### src/sv/srtc_pkg.sv
// Shared types and constants of the sectioned rational transfer curve core.
`timescale 1ns / 1ps
package srtc_pkg;

   // Value format: unsigned 1.16
   localparam int VAL_W  = 17;
   localparam int FRAC_W = 16;
   localparam logic [VAL_W-1:0] ONE_Q16 = 17'h1_0000;

   // Coefficients: signed 4.12, one register per order up to NUM_COEFS
   localparam int COEF_W    = 16;
   localparam int NUM_COEFS = 5;
   localparam int ORD_W     = 3;
   localparam logic [ORD_W-1:0] ORDERS_USED_RESET = 3'd5;

   // Bend arithmetic: 1.0 as 4.12 and as 4.28, divider widths
   localparam logic [FRAC_W-1:0] BEND_ONE = 16'h1000;
   localparam int DEN_W = 32;
   localparam logic [DEN_W-1:0] DEN_ONE = 32'h1000_0000;
   localparam int QUO_W = 16;

   // Section number covers orders up to fifteen
   localparam int SEC_W = 4;
   localparam int Y_W   = 20;

   // Reciprocal multiply for the divide by the order number
   localparam int RECIP_SHIFT = 21;
   localparam int RECIP_W     = 22;
   localparam int PROD_W      = Y_W + RECIP_W;

   // Register map
   localparam int CSR_IDX_W  = 3;
   localparam int CSR_DATA_W = 16;
   localparam logic [CSR_IDX_W-1:0] CSR_COEF_ORDER1 = 3'd0;
   localparam logic [CSR_IDX_W-1:0] CSR_COEF_ORDER2 = 3'd1;
   localparam logic [CSR_IDX_W-1:0] CSR_COEF_ORDER3 = 3'd2;
   localparam logic [CSR_IDX_W-1:0] CSR_COEF_ORDER4 = 3'd3;
   localparam logic [CSR_IDX_W-1:0] CSR_COEF_ORDER5 = 3'd4;
   localparam logic [CSR_IDX_W-1:0] CSR_ORDERS_USED = 3'd5;

   // Value between orders
   typedef struct packed {
      logic             valid;
      logic [VAL_W-1:0] x;
   } val_stage_type;

   // Section, fraction and effective coefficient of one order
   typedef struct packed {
      logic              valid;
      logic [SEC_W-1:0]  sec;
      logic [FRAC_W-1:0] f;
      logic              neg;
      logic [FRAC_W-1:0] mag;
   } pre_stage_type;

   // One step of the restoring divider
   typedef struct packed {
      logic              valid;
      logic [SEC_W-1:0]  sec;
      logic [DEN_W-1:0]  den;
      logic [DEN_W-1:0]  rem;
      logic [QUO_W-1:0]  quo;
   } div_stage_type;

   // Recombined value and its reciprocal product
   typedef struct packed {
      logic              valid;
      logic [Y_W-1:0]    y;
      logic [PROD_W-1:0] prod;
   } post_stage_type;

endpackage

### src/sv/srtc_div_cell.sv
// One restoring division cell: develops a single quotient bit per cycle while enabled.
`timescale 1ns / 1ps
module srtc_div_cell
   import srtc_pkg::*;
(
   input  logic          clock,
   input  logic          reset,
   input  logic          en,
   input  div_stage_type stage_i,
   output div_stage_type stage_o
);

   div_stage_type    stage_ff;
   div_stage_type    stage_in;
   logic [DEN_W:0]   trial;
   logic [DEN_W:0]   diff;
   logic             take;

   // Shift the remainder in a zero numerator bit and try the subtraction
   always_comb begin
      trial    = {stage_i.rem, 1'b0};
      diff     = trial - {1'b0, stage_i.den};
      take     = (trial >= {1'b0, stage_i.den});
      stage_in = stage_i;
      stage_in.rem = take ? diff[DEN_W-1:0] : trial[DEN_W-1:0];
      stage_in.quo = {stage_i.quo[QUO_W-2:0], take};
   end

   // Advance with the pipeline
   always_ff @(posedge clock) begin
      if (reset) begin
         stage_ff.valid <= 1'b0;
      end else if (en) begin
         stage_ff <= stage_in;
      end
   end

   assign stage_o = stage_ff;

endmodule

### src/sv/srtc_order.sv
// One shaping order: section split, rational bend through a divider chain, rescale.
`timescale 1ns / 1ps
module srtc_order
   import srtc_pkg::*;
#(
   parameter int ORDER = 1
)
(
   input  logic                     clock,
   input  logic                     reset,
   input  logic                     en,
   input  logic signed [COEF_W-1:0] coef,
   input  logic [ORD_W-1:0]         orders_used,
   input  val_stage_type            stage_i,
   output val_stage_type            stage_o
);

   localparam logic [SEC_W-1:0]   ORDER_C = SEC_W'(ORDER);
   localparam logic [Y_W-1:0]     ORDER_Y = Y_W'(ORDER);
   localparam logic [RECIP_W-1:0] RECIP   = RECIP_W'((1 << RECIP_SHIFT) / ORDER);

   pre_stage_type    pre_ff;
   pre_stage_type    pre_in;
   div_stage_type    den_ff;
   div_stage_type    den_in;
   div_stage_type    chain [QUO_W+1];
   post_stage_type   post_ff;
   post_stage_type   post_in;
   val_stage_type    out_ff;
   val_stage_type    out_in;

   logic [Y_W-1:0]        scaled;
   logic [COEF_W-1:0]     coef_act;
   logic [COEF_W:0]       g_ext;
   logic [COEF_W:0]       g_eff;
   logic [COEF_W:0]       g_mag;
   logic [VAL_W-1:0]      dmul;
   logic [DEN_W:0]        prod_d;
   logic [FRAC_W-1:0]     nmul;
   logic [VAL_W-1:0]      q_est;
   logic [Y_W-1:0]        q_back;
   logic [Y_W-1:0]        q_rem;

   // Scale by the order, split section and fraction, flip the coefficient in odd sections
   always_comb begin
      scaled   = Y_W'(stage_i.x) * ORDER_Y;
      coef_act = (ORDER_C <= {1'b0, orders_used}) ? coef : '0;
      g_ext    = {coef_act[COEF_W-1], coef_act};
      g_eff    = scaled[FRAC_W] ? ((COEF_W+1)'(0) - g_ext) : g_ext;
      g_mag    = g_eff[COEF_W] ? ((COEF_W+1)'(0) - g_eff) : g_eff;
      pre_in.valid = stage_i.valid;
      pre_in.sec   = scaled[FRAC_W +: SEC_W];
      pre_in.f     = scaled[FRAC_W-1:0];
      pre_in.neg   = g_eff[COEF_W];
      pre_in.mag   = g_mag[COEF_W-1:0];
   end

   // Form denominator and the upper numerator word of the bend
   always_comb begin
      dmul   = pre_ff.neg ? {1'b0, pre_ff.f} : (ONE_Q16 - {1'b0, pre_ff.f});
      prod_d = (DEN_W+1)'(pre_ff.mag) * (DEN_W+1)'(dmul);
      nmul   = BEND_ONE + (pre_ff.neg ? pre_ff.mag : '0);
      den_in.valid = pre_ff.valid;
      den_in.sec   = pre_ff.sec;
      den_in.den   = DEN_ONE + prod_d[DEN_W-1:0];
      den_in.rem   = DEN_W'(pre_ff.f) * DEN_W'(nmul);
      den_in.quo   = '0;
   end

   always_ff @(posedge clock) begin
      if (reset) begin
         pre_ff.valid <= 1'b0;
         den_ff.valid <= 1'b0;
      end else if (en) begin
         pre_ff <= pre_in;
         den_ff <= den_in;
      end
   end

   // Divider chain, one quotient bit per cell
   assign chain[0] = den_ff;

   for (genvar k = 0; k < QUO_W; k++) begin : g_cell
      srtc_div_cell u_cell (
         .clock   (clock),
         .reset   (reset),
         .en      (en),
         .stage_i (chain[k]),
         .stage_o (chain[k+1])
      );
   end

   // Add the section back and multiply by the reciprocal of the order
   always_comb begin
      post_in.valid = chain[QUO_W].valid;
      post_in.y     = {chain[QUO_W].sec, FRAC_W'(0)} + Y_W'(chain[QUO_W].quo);
      post_in.prod  = PROD_W'(post_in.y) * PROD_W'(RECIP);
   end

   // Correct the reciprocal estimate by at most one
   always_comb begin
      q_est  = post_ff.prod[RECIP_SHIFT +: VAL_W];
      q_back = Y_W'(q_est) * ORDER_Y;
      q_rem  = post_ff.y - q_back;
      out_in.valid = post_ff.valid;
      out_in.x     = (q_rem >= ORDER_Y) ? (q_est + VAL_W'(1)) : q_est;
   end

   always_ff @(posedge clock) begin
      if (reset) begin
         post_ff.valid <= 1'b0;
         out_ff.valid  <= 1'b0;
      end else if (en) begin
         post_ff <= post_in;
         out_ff  <= out_in;
      end
   end

   assign stage_o = out_ff;

endmodule

### config.mk
export PLATFORM = sky130hd
export DESIGN_NAME = srtc_order
export DESIGN_NICKNAME = d
export VERILOG_FILES = /design/src/sv/srtc_pkg.sv /design/src/sv/srtc_div_cell.sv /design/src/sv/srtc_order.sv
export SDC_FILE = /design/constraint.sdc
export NUM_CORES = 2
export LEC_CHECK = 0
export BUFFER_PORTS_ARGS = -buffer_cell sky130_fd_sc_hd__buf_2
export CORE_ASPECT_RATIO = 1.2
export CORE_UTILIZATION = 40
export DETAILED_ROUTE_END_ITERATION = 12
export GPL_ROUTABILITY_DRIVEN = 0
export GPL_TIMING_DRIVEN = 0
export PLACE_DENSITY = 0.55
export SETUP_SLACK_MARGIN = 0.1
export SYNTH_ARGS = -nofsm -noshare
export SYNTH_HDL_FRONTEND = slang
export SYNTH_SLANG_ARGS = --single-unit
### constraint.sdc
create_clock -name clock -period 137.7 [get_ports clock]
set_clock_uncertainty 0.15 [all_clocks]
set_input_delay 20.655 -clock clock [delete_from_list [all_inputs] [get_ports clock]]
set_output_delay 20.655 -clock clock [all_outputs]
set_load 0.03 [all_outputs]
==> impl_metrics.toml <==
[grt]
grt.overflow.total = 0
grt_pass1_vias = 61900
antenna_found_initial = 3
grt_start_max_net_pins = 39
grt_pass1_wl_um = 351000
grt_usage_pct = 20.4

[logic_synthesis]
async_flop_share_pct = 0
synth_commonest_cells = "edfxtp_1 (1245), inv_1 (1156), ha_1 (734)"
ys_seq_area_share_pct = 43.2
yosysMostFrequentCell = "edfxtp_1"
ys_top_cells_by_area = "edfxtp_1 (43%), ha_1 (10%), fa_1 (9.5%)"
ys_types = 90
syn-cell-area_um2 = 87500
synth_top_area_share_pct = 42.7
yosys.area.top_type = "edfxtp_1"
synth_seq_cells = 1265
synth_edf_count = 1245
yosys_warnings = 0
synth_flop_cell = "edfxtp_1"
synth_nets = 9381
synth_cells = 8191
synth.avg_cell_area_um2 = 10.7

[worst_setup_path]
crit_fanout = 35
crit_start = "en"
regToRegSetupSlack_ps = 126970
arrival_ps = 24490
end_kind = "flip-flop"
timing.rr.end = "chain[1436]$_DFFE_PP_"
start_kind = "input pin"
cp.required_ps = 137990
timing.rr.start = "pre_ff[17]$_DFFE_PP_"
r2r_cells = 29
criticalPathCategory = "in2reg"

[clock_tree]
cts_buffer_depth = 4
tritoncts = "built"
clk_latency_ps = 820
cts_root_buf = "clkbuf_16"
cts_hold_buf = 0
cts_made_buffers = 149
clkTransAtPathRegs_ps = 50
cts_setup_buffers = 0
clock-sinks = 1265
cts_resized = 0
htreeDepth = 4

[detailed_routing]
wl_um = 227000
wl_met1_um = 89500
drc = 0
dr_wl_met2_um = 116000
viasPerCell = 5.35
dr.pass1.iters = 6
top_layer_used = "met5"
num_vias = 60900
drtAntennaViolNets = 0
drt_iter0_drc = 4018
wl_met3_um = 9740
wire_per_inst_um = 19.9

[timing]
rsz0062_at_grt = "false"
relSlewSlack_pct = 15.0
setup_viol_count_final = 0
drv_slew = 0
tns_ps = 0
timing.fmax_mhz = 41.3
hold_violations = 0
period_needed_ps = 24200
period_share_pct = 17.6
tightestPinTransition_ps = 1270
final.setup.worst_slack_ps = 113500

[pwr]
leakage_nw = 41.2
power_density_nw_per_um2 = 23.5
ir_drop_uv = 92.8
total_power_mw = 2.28

[run_status]
outcome = "complete, no violations"

[finish]
drive_above_1_share_pct = 6.82
area_growth_pct = 10.8
nets = 9631
finalNonFillerCells = 11400
final_core_util_pct = 44.7
fill_cells = 20300

[min_path]
hold_path_class = "reg2reg"
worstHoldStart = "g_cell[12].u_cell.stage_o[67]$_DFFE_PP_"
hold_end = "g_cell[13].u_cell.stage_o[67]$_DFFE_PP_"
whs_path_depth = 0

[placement]
dpl.hpwl_um = 180000
place_ws_ps = 112640
dpl.cell_count = 11100
port_buffers = 56

[die]
die_w_um = 429
die_h_um = 514
io_pins = 58
core_um2 = 217000
initial_utilization_pct = 40.4
num_rows = 187
die_area_um2 = 221000

[flow_run]
cap_violations = 0
==> power by group <==
group          total [mW]  switching [mW]  leakage [nW]  internal (mW)
Combinational        1.32           0.813          27.1          0.510
Sequential          0.564          0.0319          11.9          0.532
Clock               0.392           0.161          2.30          0.231
==> per-stage QoR <==
step           area (um2)  hold slack [ps]
6_report            97000              226
3_5_place_dp        92300              255
5_1_grt             97000              229
2_1_floorplan       87500              250
3_3_place_gp        91400              251
4_1_cts             97000              229
==> kinds of logic (layout without fill, tap and decap cells) <==
group	after synthesis	after routing	synth area share [%]
buffers and inverters	1377	1730	5.98
AOI/OAI and AO/OA	1697	1697	12.3
adders and majority gates	1150	1150	20.0
muxes	214	214	2.70
other	0	2	0
xor gates and xnor gates	471	471	4.71
DFF	1265	1265	43.2
and+or+nand+nor	2017	2017	11.1
==> area by class of cell <==
type	instances	area, um2	share of cell area (%)
well taps	2835	3550	3.66
clock buffers	168	3810	3.93
plain buffers	219	888	0.916
clock inverters	86	918	0.947
multi-input cells	5549	44500	45.9
flip-flops and latches	1265	37800	38.9
diodes	2	5.00	0.00516
repair buffers	99	1190	1.23
inverters	1158	4350	4.48
==> placed cells by master, fill, tap and decap left out, types with 44 or more instances in the layout <==
cell       count
nor2b_1       77
nor2_1       425
o21bai_1      66
and2_1       223
nand2b_1      74
ha_1         734
o21a_1       106
nand3_1       86
nor3_1       111
clkbuf_1     190
fa_1         416
o31ai_1       44
o21ai_0      363
xnor2_1      299
nand4_1       55
edfxtp_1    1245
a31oi_1       47
a21oi_1      539
clkbuf_16    149
and3_1       152
a21o_1       221
xor2_1       172
mux2_2       178
buf_2         89
nand2_1      668
inv_1       1156
==> registers in the layout (all words and copies together), names as in the netlist <==
name	cells
chain	66
post_ff	17
den_in	2
stage_o	18
out_in	1
g_cell.u_cell.stage_o	1128
pre_ff	33
==> critical path, stage by stage <==
cell	delay (ps)
clkbuf_1	140
buf_1	510
nor2b_4	870
buf_12	300
buf_12	240
buf_12	240
buf_12	240
buf_12	240
buf_12	230
buf_16	200
buf_12	230
buf_12	230
==> per-layer routing <==
metal | GRT usage, % | vias to the layer above
met5 | 0 | -
met4 | 9.87 | 2
met3 | 2.44 | 515
met2 | 37.1 | 1535
met1 | 23.5 | 29800
li1 | - | 29100
==> worst max path at each step <==
stage                                              endpoint  slack (ps)  depth (start not counted)
detailed placement  g_cell[14].u_cell.stage_o[36]$_DFFE_PP_      112640                         12
CTS                 g_cell[14].u_cell.stage_o[37]$_DFFE_PP_      113470                         12
floorplan                             chain[1376]$_DFFE_PP_       58870                          3
global placement    g_cell[14].u_cell.stage_o[73]$_DFFE_PP_       37350                          3
global route        g_cell[14].u_cell.stage_o[37]$_DFFE_PP_      113250                         12
finish              g_cell[14].u_cell.stage_o[37]$_DFFE_PP_      113500                         12
Power figures use the tool's default switching activity.
